--- config.mk ---
export PLATFORM = sky130hd
export DESIGN_NAME = tlv_option_search_top
export DESIGN_NICKNAME = d
export VERILOG_FILES = /design/src/rtl/core/tos_pkg.sv /design/src/rtl/core/tos_cfg_regs.sv /design/src/rtl/core/tos_scan.sv /design/src/rtl/core/tos_out_reg.sv /design/src/rtl/core/tlv_option_search_top.sv
export SDC_FILE = /design/constraint.sdc
export NUM_CORES = 1
export LEC_CHECK = 0
export BUFFER_PORTS_ARGS = -buffer_cell sky130_fd_sc_hd__buf_4
export CORE_UTILIZATION = 45
export CTS_CLUSTER_DIAMETER = 120
export DETAILED_ROUTE_END_ITERATION = 8
export GPL_ROUTABILITY_DRIVEN = 0
export PLACE_DENSITY = 0.73
export SLEW_MARGIN = 20
export SYNTH_ARGS = -nofsm -noshare
export SYNTH_HDL_FRONTEND = slang
export SYNTH_SLANG_ARGS = --single-unit
--- constraint.sdc ---
create_clock -name clk -period 5.75 [get_ports clk]
set_input_delay 1.15 -clock clk [delete_from_list [all_inputs] [get_ports clk]]
set_output_delay 1.15 -clock clk [all_outputs]
set_load 0.01 [all_outputs]
--- src/rtl/core/tos_pkg.sv ---
// Shared types and constants for the option area search block.
package tos_pkg;

  localparam int MAX_AREA_BYTES = 1024;
  localparam int POS_W          = $clog2(MAX_AREA_BYTES);
  localparam int OFFSET_W       = 10;
  localparam int LEFT_W         = 11;
  localparam int PADDR_W        = 3;
  localparam int PDATA_W        = 32;

  localparam logic [7:0]        END_CODE    = 8'hFF;
  localparam logic [7:0]        PAD_CODE    = 8'h00;
  localparam logic [LEFT_W-1:0] LEAST_ENTRY = LEFT_W'(3);

  localparam logic REG_TARGET_CODE = 1'b0;
  localparam logic REG_MIN_LENGTH  = 1'b1;

  typedef struct packed {
    logic [7:0]        data_byte;
    logic [LEFT_W-1:0] bytes_left;
    logic              start_search;
  } in_word_t;

  typedef struct packed {
    logic                found;
    logic [7:0]          value_length;
    logic [OFFSET_W-1:0] value_offset;
  } out_word_t;

  typedef struct packed {
    logic [7:0] target_code;
    logic [7:0] min_length;
  } cfg_t;

  typedef struct packed {
    logic      valid;
    out_word_t word;
  } scan_res_t;

endpackage

--- src/rtl/core/tos_cfg_regs.sv ---
// Configuration register file behind the APB-style port.
module tos_cfg_regs (
  input  logic                        clk,
  input  logic                        rst_n,
  input  logic                        psel,
  input  logic                        penable,
  input  logic                        pwrite,
  input  logic [tos_pkg::PADDR_W-1:0] paddr,
  input  logic [tos_pkg::PDATA_W-1:0] pwdata,
  output logic [tos_pkg::PDATA_W-1:0] prdata,
  output logic                        pready,
  output tos_pkg::cfg_t               cfg
);
  import tos_pkg::*;

  logic [7:0] target_code_r;
  logic [7:0] min_length_r;
  logic       wr_en;

  assign pready = 1'b1;
  assign wr_en  = psel && penable && pwrite;

  always_ff @(posedge clk) begin
    if (!rst_n) begin
      target_code_r <= 8'd0;
      min_length_r  <= 8'd1;
    end else if (wr_en) begin
      case (paddr[2])
        REG_TARGET_CODE: target_code_r <= pwdata[7:0];
        REG_MIN_LENGTH:  min_length_r  <= pwdata[7:0];
        default: ;
      endcase
    end
  end

  always_comb begin
    case (paddr[2])
      REG_TARGET_CODE: prdata = {{(PDATA_W-8){1'b0}}, target_code_r};
      REG_MIN_LENGTH:  prdata = {{(PDATA_W-8){1'b0}}, min_length_r};
      default:         prdata = '0;
    endcase
  end

  assign cfg.target_code = target_code_r;
  assign cfg.min_length  = min_length_r;

endmodule

--- src/rtl/core/tos_scan.sv ---
// Entry walker: search state and the per-byte decision logic.
module tos_scan (
  input  logic              clk,
  input  logic              rst_n,
  input  logic              fire,
  input  tos_pkg::in_word_t word,
  input  tos_pkg::cfg_t     cfg,
  output tos_pkg::scan_res_t res
);
  import tos_pkg::*;

  typedef enum logic [1:0] {
    PH_IDLE = 2'd0,
    PH_CODE = 2'd1,
    PH_LEN  = 2'd2,
    PH_SKIP = 2'd3
  } phase_t;

  phase_t           phase_r, phase_nxt, eff_phase;
  logic             first_r, first_nxt, eff_first;
  logic [7:0]       code_r, code_nxt, eff_code;
  logic [7:0]       skip_r, skip_nxt, eff_skip;
  logic [POS_W-1:0] pos_r, pos_nxt, eff_pos, pos_adv;
  logic [LEFT_W-1:0] len_end;

  always_comb begin
    if (word.start_search) begin
      eff_phase = PH_CODE;
      eff_first = 1'b1;
      eff_code  = 8'd0;
      eff_skip  = 8'd0;
      eff_pos   = '0;
    end else begin
      eff_phase = phase_r;
      eff_first = first_r;
      eff_code  = code_r;
      eff_skip  = skip_r;
      eff_pos   = pos_r;
    end
    pos_adv = (eff_pos < POS_W'(MAX_AREA_BYTES - 1)) ? eff_pos + POS_W'(1) : eff_pos;
    len_end = LEFT_W'(word.data_byte) + LEFT_W'(1);

    phase_nxt = eff_phase;
    first_nxt = eff_first;
    code_nxt  = eff_code;
    skip_nxt  = eff_skip;
    pos_nxt   = eff_pos;
    res       = '0;

    case (eff_phase)
      PH_CODE: begin
        if (word.bytes_left < LEAST_ENTRY ||
            (!eff_first && (word.data_byte == PAD_CODE || word.data_byte == END_CODE))) begin
          res.valid = 1'b1;
          phase_nxt = PH_IDLE;
        end else begin
          first_nxt = 1'b0;
          code_nxt  = word.data_byte;
          phase_nxt = PH_LEN;
          pos_nxt   = pos_adv;
        end
      end
      PH_LEN: begin
        if (eff_code == cfg.target_code && word.data_byte >= cfg.min_length) begin
          res.valid              = 1'b1;
          res.word.found         = 1'b1;
          res.word.value_length  = word.data_byte;
          res.word.value_offset  = OFFSET_W'({1'b0, eff_pos} + (POS_W + 1)'(1));
          phase_nxt              = PH_IDLE;
        end else if (len_end >= word.bytes_left) begin
          res.valid = 1'b1;
          phase_nxt = PH_IDLE;
        end else begin
          skip_nxt  = word.data_byte;
          phase_nxt = (word.data_byte == 8'd0) ? PH_CODE : PH_SKIP;
          pos_nxt   = pos_adv;
        end
      end
      PH_SKIP: begin
        skip_nxt  = eff_skip - 8'd1;
        phase_nxt = (skip_nxt == 8'd0) ? PH_CODE : PH_SKIP;
        pos_nxt   = pos_adv;
      end
      default: ;
    endcase
  end

  always_ff @(posedge clk) begin
    if (!rst_n) begin
      phase_r <= PH_IDLE;
      first_r <= 1'b1;
      code_r  <= 8'd0;
      skip_r  <= 8'd0;
      pos_r   <= '0;
    end else if (fire) begin
      phase_r <= phase_nxt;
      first_r <= first_nxt;
      code_r  <= code_nxt;
      skip_r  <= skip_nxt;
      pos_r   <= pos_nxt;
    end
  end

  a_skip_nonzero: assert property (@(posedge clk) disable iff (!rst_n)
    phase_r == PH_SKIP |-> skip_r != 8'd0)
    else $error("skip phase with zero count");

  a_miss_zeroed: assert property (@(posedge clk) disable iff (!rst_n)
    res.valid && !res.word.found |-> res.word.value_length == 8'd0 &&
                                     res.word.value_offset == '0)
    else $error("not-found result carries data");

  a_idle_after_result: assert property (@(posedge clk) disable iff (!rst_n)
    fire && res.valid |=> phase_r == PH_IDLE)
    else $error("search still running after its result");

  a_idle_silent: assert property (@(posedge clk) disable iff (!rst_n)
    phase_r == PH_IDLE && !word.start_search |-> !res.valid)
    else $error("result while idle");

endmodule

--- src/rtl/core/tos_out_reg.sv ---
// Result register feeding the out channel.
module tos_out_reg (
  input  logic                clk,
  input  logic                rst_n,
  input  logic                fire,
  input  tos_pkg::scan_res_t  res,
  input  logic                out_stall,
  output logic                out_valid,
  output tos_pkg::out_word_t  out_word
);
  import tos_pkg::*;

  logic      valid_r;
  out_word_t word_r;

  always_ff @(posedge clk) begin
    if (!rst_n) begin
      valid_r <= 1'b0;
    end else if (fire && res.valid) begin
      valid_r <= 1'b1;
    end else if (!out_stall) begin
      valid_r <= 1'b0;
    end
  end

  always_ff @(posedge clk) begin
    if (fire && res.valid) begin
      word_r <= res.word;
    end
  end

  assign out_valid = valid_r;
  assign out_word  = word_r;

endmodule

--- src/rtl/core/tlv_option_search_top.sv ---
// Top level of the option area search block: input register, walker, result register.
// Takes one option-area byte per cycle unless stalled and gives at most one word per
// search (found, value length, value offset). A byte is held in the input register and is
// judged as it moves on; a result enters the result register as its byte leaves the
// input register. The walker state register holds the only loop, one byte per cycle
// unless stalled; a stalled result holds the input register's byte and stalls the in side.
module tlv_option_search_top (
  input  logic                        clk,
  input  logic                        rst_n,
  input  logic                        in_valid,
  output logic                        in_stall,
  input  tos_pkg::in_word_t           in_word,
  output logic                        out_valid,
  input  logic                        out_stall,
  output tos_pkg::out_word_t          out_word,
  input  logic                        psel,
  input  logic                        penable,
  input  logic                        pwrite,
  input  logic [tos_pkg::PADDR_W-1:0] paddr,
  input  logic [tos_pkg::PDATA_W-1:0] pwdata,
  output logic [tos_pkg::PDATA_W-1:0] prdata,
  output logic                        pready
);
  import tos_pkg::*;

  logic      in_valid_r;
  in_word_t  in_word_r;
  logic      fire;
  cfg_t      cfg;
  scan_res_t res;

  assign fire     = in_valid_r && (!out_valid || !out_stall);
  assign in_stall = in_valid_r && !fire;

  always_ff @(posedge clk) begin
    if (!rst_n) begin
      in_valid_r <= 1'b0;
    end else if (!in_stall) begin
      in_valid_r <= in_valid;
    end
  end

  always_ff @(posedge clk) begin
    if (!in_stall && in_valid) begin
      in_word_r <= in_word;
    end
  end

  tos_cfg_regs u_cfg (
    .clk     (clk),
    .rst_n   (rst_n),
    .psel    (psel),
    .penable (penable),
    .pwrite  (pwrite),
    .paddr   (paddr),
    .pwdata  (pwdata),
    .prdata  (prdata),
    .pready  (pready),
    .cfg     (cfg)
  );

  tos_scan u_scan (
    .clk   (clk),
    .rst_n (rst_n),
    .fire  (fire),
    .word  (in_word_r),
    .cfg   (cfg),
    .res   (res)
  );

  tos_out_reg u_out (
    .clk       (clk),
    .rst_n     (rst_n),
    .fire      (fire),
    .res       (res),
    .out_stall (out_stall),
    .out_valid (out_valid),
    .out_word  (out_word)
  );

endmodule

==> impl_metrics.toml <==
[status]
outcome = "complete, no violations"

[power]
leakagePower_nw = 2.24
p_comb_share_pct = 12.8
power_frac_seq_pct = 53.2
p_clk_share_pct = 34.0
p_int_mw = 0.925
ir_worst_vdd_v = 0.000142
p_per_area_mw_per_mm2 = 223
swShare_pct = 27.8
netSwitchingPower_mw = 0.356

[cells_and_area]
n_fill_cell = 971
drive_gt1_share_pct = 17.7
stdcell_count = 740
layout.nets = 683
antenna_cells = 0
areaGrowthSynthToFinish_pct = 13.8

[route]
drtAntennaViolNets = 0
dr.pass1.iters = 5
first_iter_violations = 216
drc = 0
num_vias = 4123
vias_per_cell = 5.57
totalWireLength_um = 11300
routedWlPerCell_um = 15.3

[clock_tree]
cts-hold-fix-buffers = 0
postCtsSetupRepairBufs = 0
clkLatencyLatePin_ps = 380
clkTransAtPathRegs_ps = 90
cts_tree = "built"
cts_buffers = 9
cts.sinks = 86
clk_path_buf_depth = 2
root_buffer = "clkbuf_8"
cts-resized-gates = 0
htree_num_levels = 3

[synth]
synthArstFlopShare_pct = 0
ys_top_cells_by_area = "edfxtp_1, dfxtp_1, ha_1"
ys_warn_count = 0
post-synth-top-count-cell = "nand2_1"
netlist.area_leader.share_pct = 23.2
ys_seq_area_share_pct = 41.9
synth_area_leader_cell = "edfxtp_1"
synth_cells = 536
ys_types = 72
syn_avg_cell_area_um2 = 9.41
synth-seq-cells = 86
syn_area_mm2 = 0.00504
synth-edff-count = 39
synth-main-ff-cell = "dfxtp_1"
ys_top_cells_by_count = "nand2_1, dfxtp_1, edfxtp_1"

[floorplan]
start_util_pct = 46.3
die_w_um = 108
ioPinCount = 116
die_area_mm2 = 0.0116
num_rows = 38
die_height_um = 108
core-area_mm2 = 0.0109

[hold_path]
hp-class = "flip-flop to flip-flop"
hp-start = "u_cfg.min_length_r[4]$_SDFFE_PN0P_"

[sta]
setup_tns_ps = 0
fin_crit_sh_pct = 61.0
finalSetupViolations = 0
slew_headroom_pct = 52.4
rsz0062_at_grt = "no"
drv_slew = 0
max_freq_ghz = 0.285
fin_skew_ps = 16.7
worst_pin_slew_ps = 713
hold_violations = 0
period_needed_ps = 3510

[critical_path]
critPathMaxFanout = 19
cp-start-kind = "flip-flop"
crit_type = "flip-flop to flip-flop"
startpoint = "in_word_r[16]$_DFFE_PP_"
required_ps = 5800
regToRegStartpoint = "in_word_r[16]$_DFFE_PP_"
cp_data_arrival_time_ps = 3560
crit_path_end_kind = "flip-flop"

[global_route]
overflow = 0
grtUsageTotal_pct = 20.7
grt_pass1_vias = 3992
antenna_found_initial = 0
grt_pass1_wl_um = 18800
grt_max_degree = 43

[place]
dp.final_hpwl_um = 8040
dp_cells = 724
io_buffers = 64

[run]
drv_cap = 0
-- final cells by class --
cell class | instances | area, um2 | area share (%)
Tap cell | 140 | 175 | 3.05
Timing Repair Buffer | 67 | 503 | 8.77
Sequential cell | 86 | 2110 | 36.8
Clock inverter | 7 | 73.8 | 1.29
Multi-Input combinational cell | 401 | 2630 | 45.9
Inverter | 30 | 118 | 2.05
Clock buffer | 9 | 124 | 2.16
-- critical path, cell delays in order (launching register included) --
cell,delay (ps)
edfxtp_1,630
nand3_1,190
nor3_1,300
nand3_1,150
xnor2_1,170
ha_1,320
nand4_1,100
o21bai_1,150
a31oi_1,130
a21oi_1,420
nor3_2,160
nor3_2,180
buf_4,280
-- through the flow --
stage | power (mW) | worst slack, ps | instance area (um2) | util (%) | hold slack [ps]
6_report | 1.28 | 2240 | 5740 | 52.7 | 483
5_1_grt | 1.33 | 1950 | 5740 | 52.7 | 515
4_1_cts | 1.29 | 2260 | 5740 | 52.7 | 485
3_5_place_dp | 0.857 | 2340 | 5540 | 50.9 | 472
3_3_place_gp | 0.851 | 2420 | 5540 | 50.9 | 466
2_1_floorplan | 0.813 | 1700 | 5130 | - | 453
-- routing by layer --
layer	wire, um	global-route usage (%)	vias to the layer above
li1	-	-	1988
met1	4930	24.7	1963
met2	5570	35.2	152
met3	636	5.02	20
met4	212	9.39	0
met5	0	0	-
-- power by group through the flow --
stage | sequential (mW) | combinational [mW] | clock, mW
5_1_grt | 0.684 | 0.183 | 0.460
4_1_cts | 0.681 | 0.162 | 0.445
3_3_place_gp | 0.694 | 0.157 | 0
3_5_place_dp | 0.695 | 0.162 | 0
6_report | 0.681 | 0.164 | 0.436
2_1_floorplan | 0.683 | 0.129 | 0
-- sequential cells by signal, summed over array words and instances (netlist names) --
| name | cells |
|---|---|
| u_scan.skip_r | 8 |
| u_out.out_valid | 1 |
| u_scan.pos_r | 10 |
| u_scan.phase_r | 2 |
| u_scan.first_r | 1 |
| in_word_r | 20 |
| in_valid_r | 1 |
| u_scan.code_r | 8 |
| u_cfg.target_code_r | 8 |
| u_cfg.min_length_r | 8 |
| u_out.out_word | 19 |
-- layout by cell type, fill, tap and decap left out, types with 3 or more instances in the layout --
cell type	instances
nor2b_1	16
nor3_1	14
xnor2_1	11
a21oi_1	14
a31oi_1	4
and2_1	8
dfxtp_1	47
clkbuf_8	9
inv_1	29
nand2b_1	8
a21o_1	9
a22oi_1	8
nor2_1	31
a211oi_1	7
mux2_2	8
ha_1	26
nand3_1	15
conb_1	25
nand4_1	5
nand3b_1	8
o32ai_1	4
edfxtp_1	39
and3_1	11
nand2_1	68
a21boi_0	15
buf_4	67
xor2_1	8
o21bai_1	3
a22o_1	6
o21ai_0	15
o211ai_1	4
-- final timing paths --
check | end | slack, ps | cells after the start
worst min-delay path | u_cfg.min_length_r[4]$_SDFFE_PN0P_ | 480 | 2
worst min register to register | u_cfg.min_length_r[4]$_SDFFE_PN0P_ | 480 | 2
worst max register to register | u_out.out_word[4]$_SDFFCE_PN0P_ | 2240 | 12
worst max-delay path | u_out.out_word[4]$_SDFFCE_PN0P_ | 2240 | 12
-- cells by family after synthesis --
logic type / Yosys count / synth area share (%)
AO/OA/AOI/OAI: 120 / 17.9
XOR/XNOR: 19 / 3.30
adder cells (fa/ha/maj): 26 / 6.45
buffers and inverters: 72 / 7.69
flip-flops: 86 / 41.9
multiplexers: 8 / 1.79
other: 2 / 0.149
AND/OR/NAND/NOR: 203 / 20.8
Power figures use the tool's default switching activity.
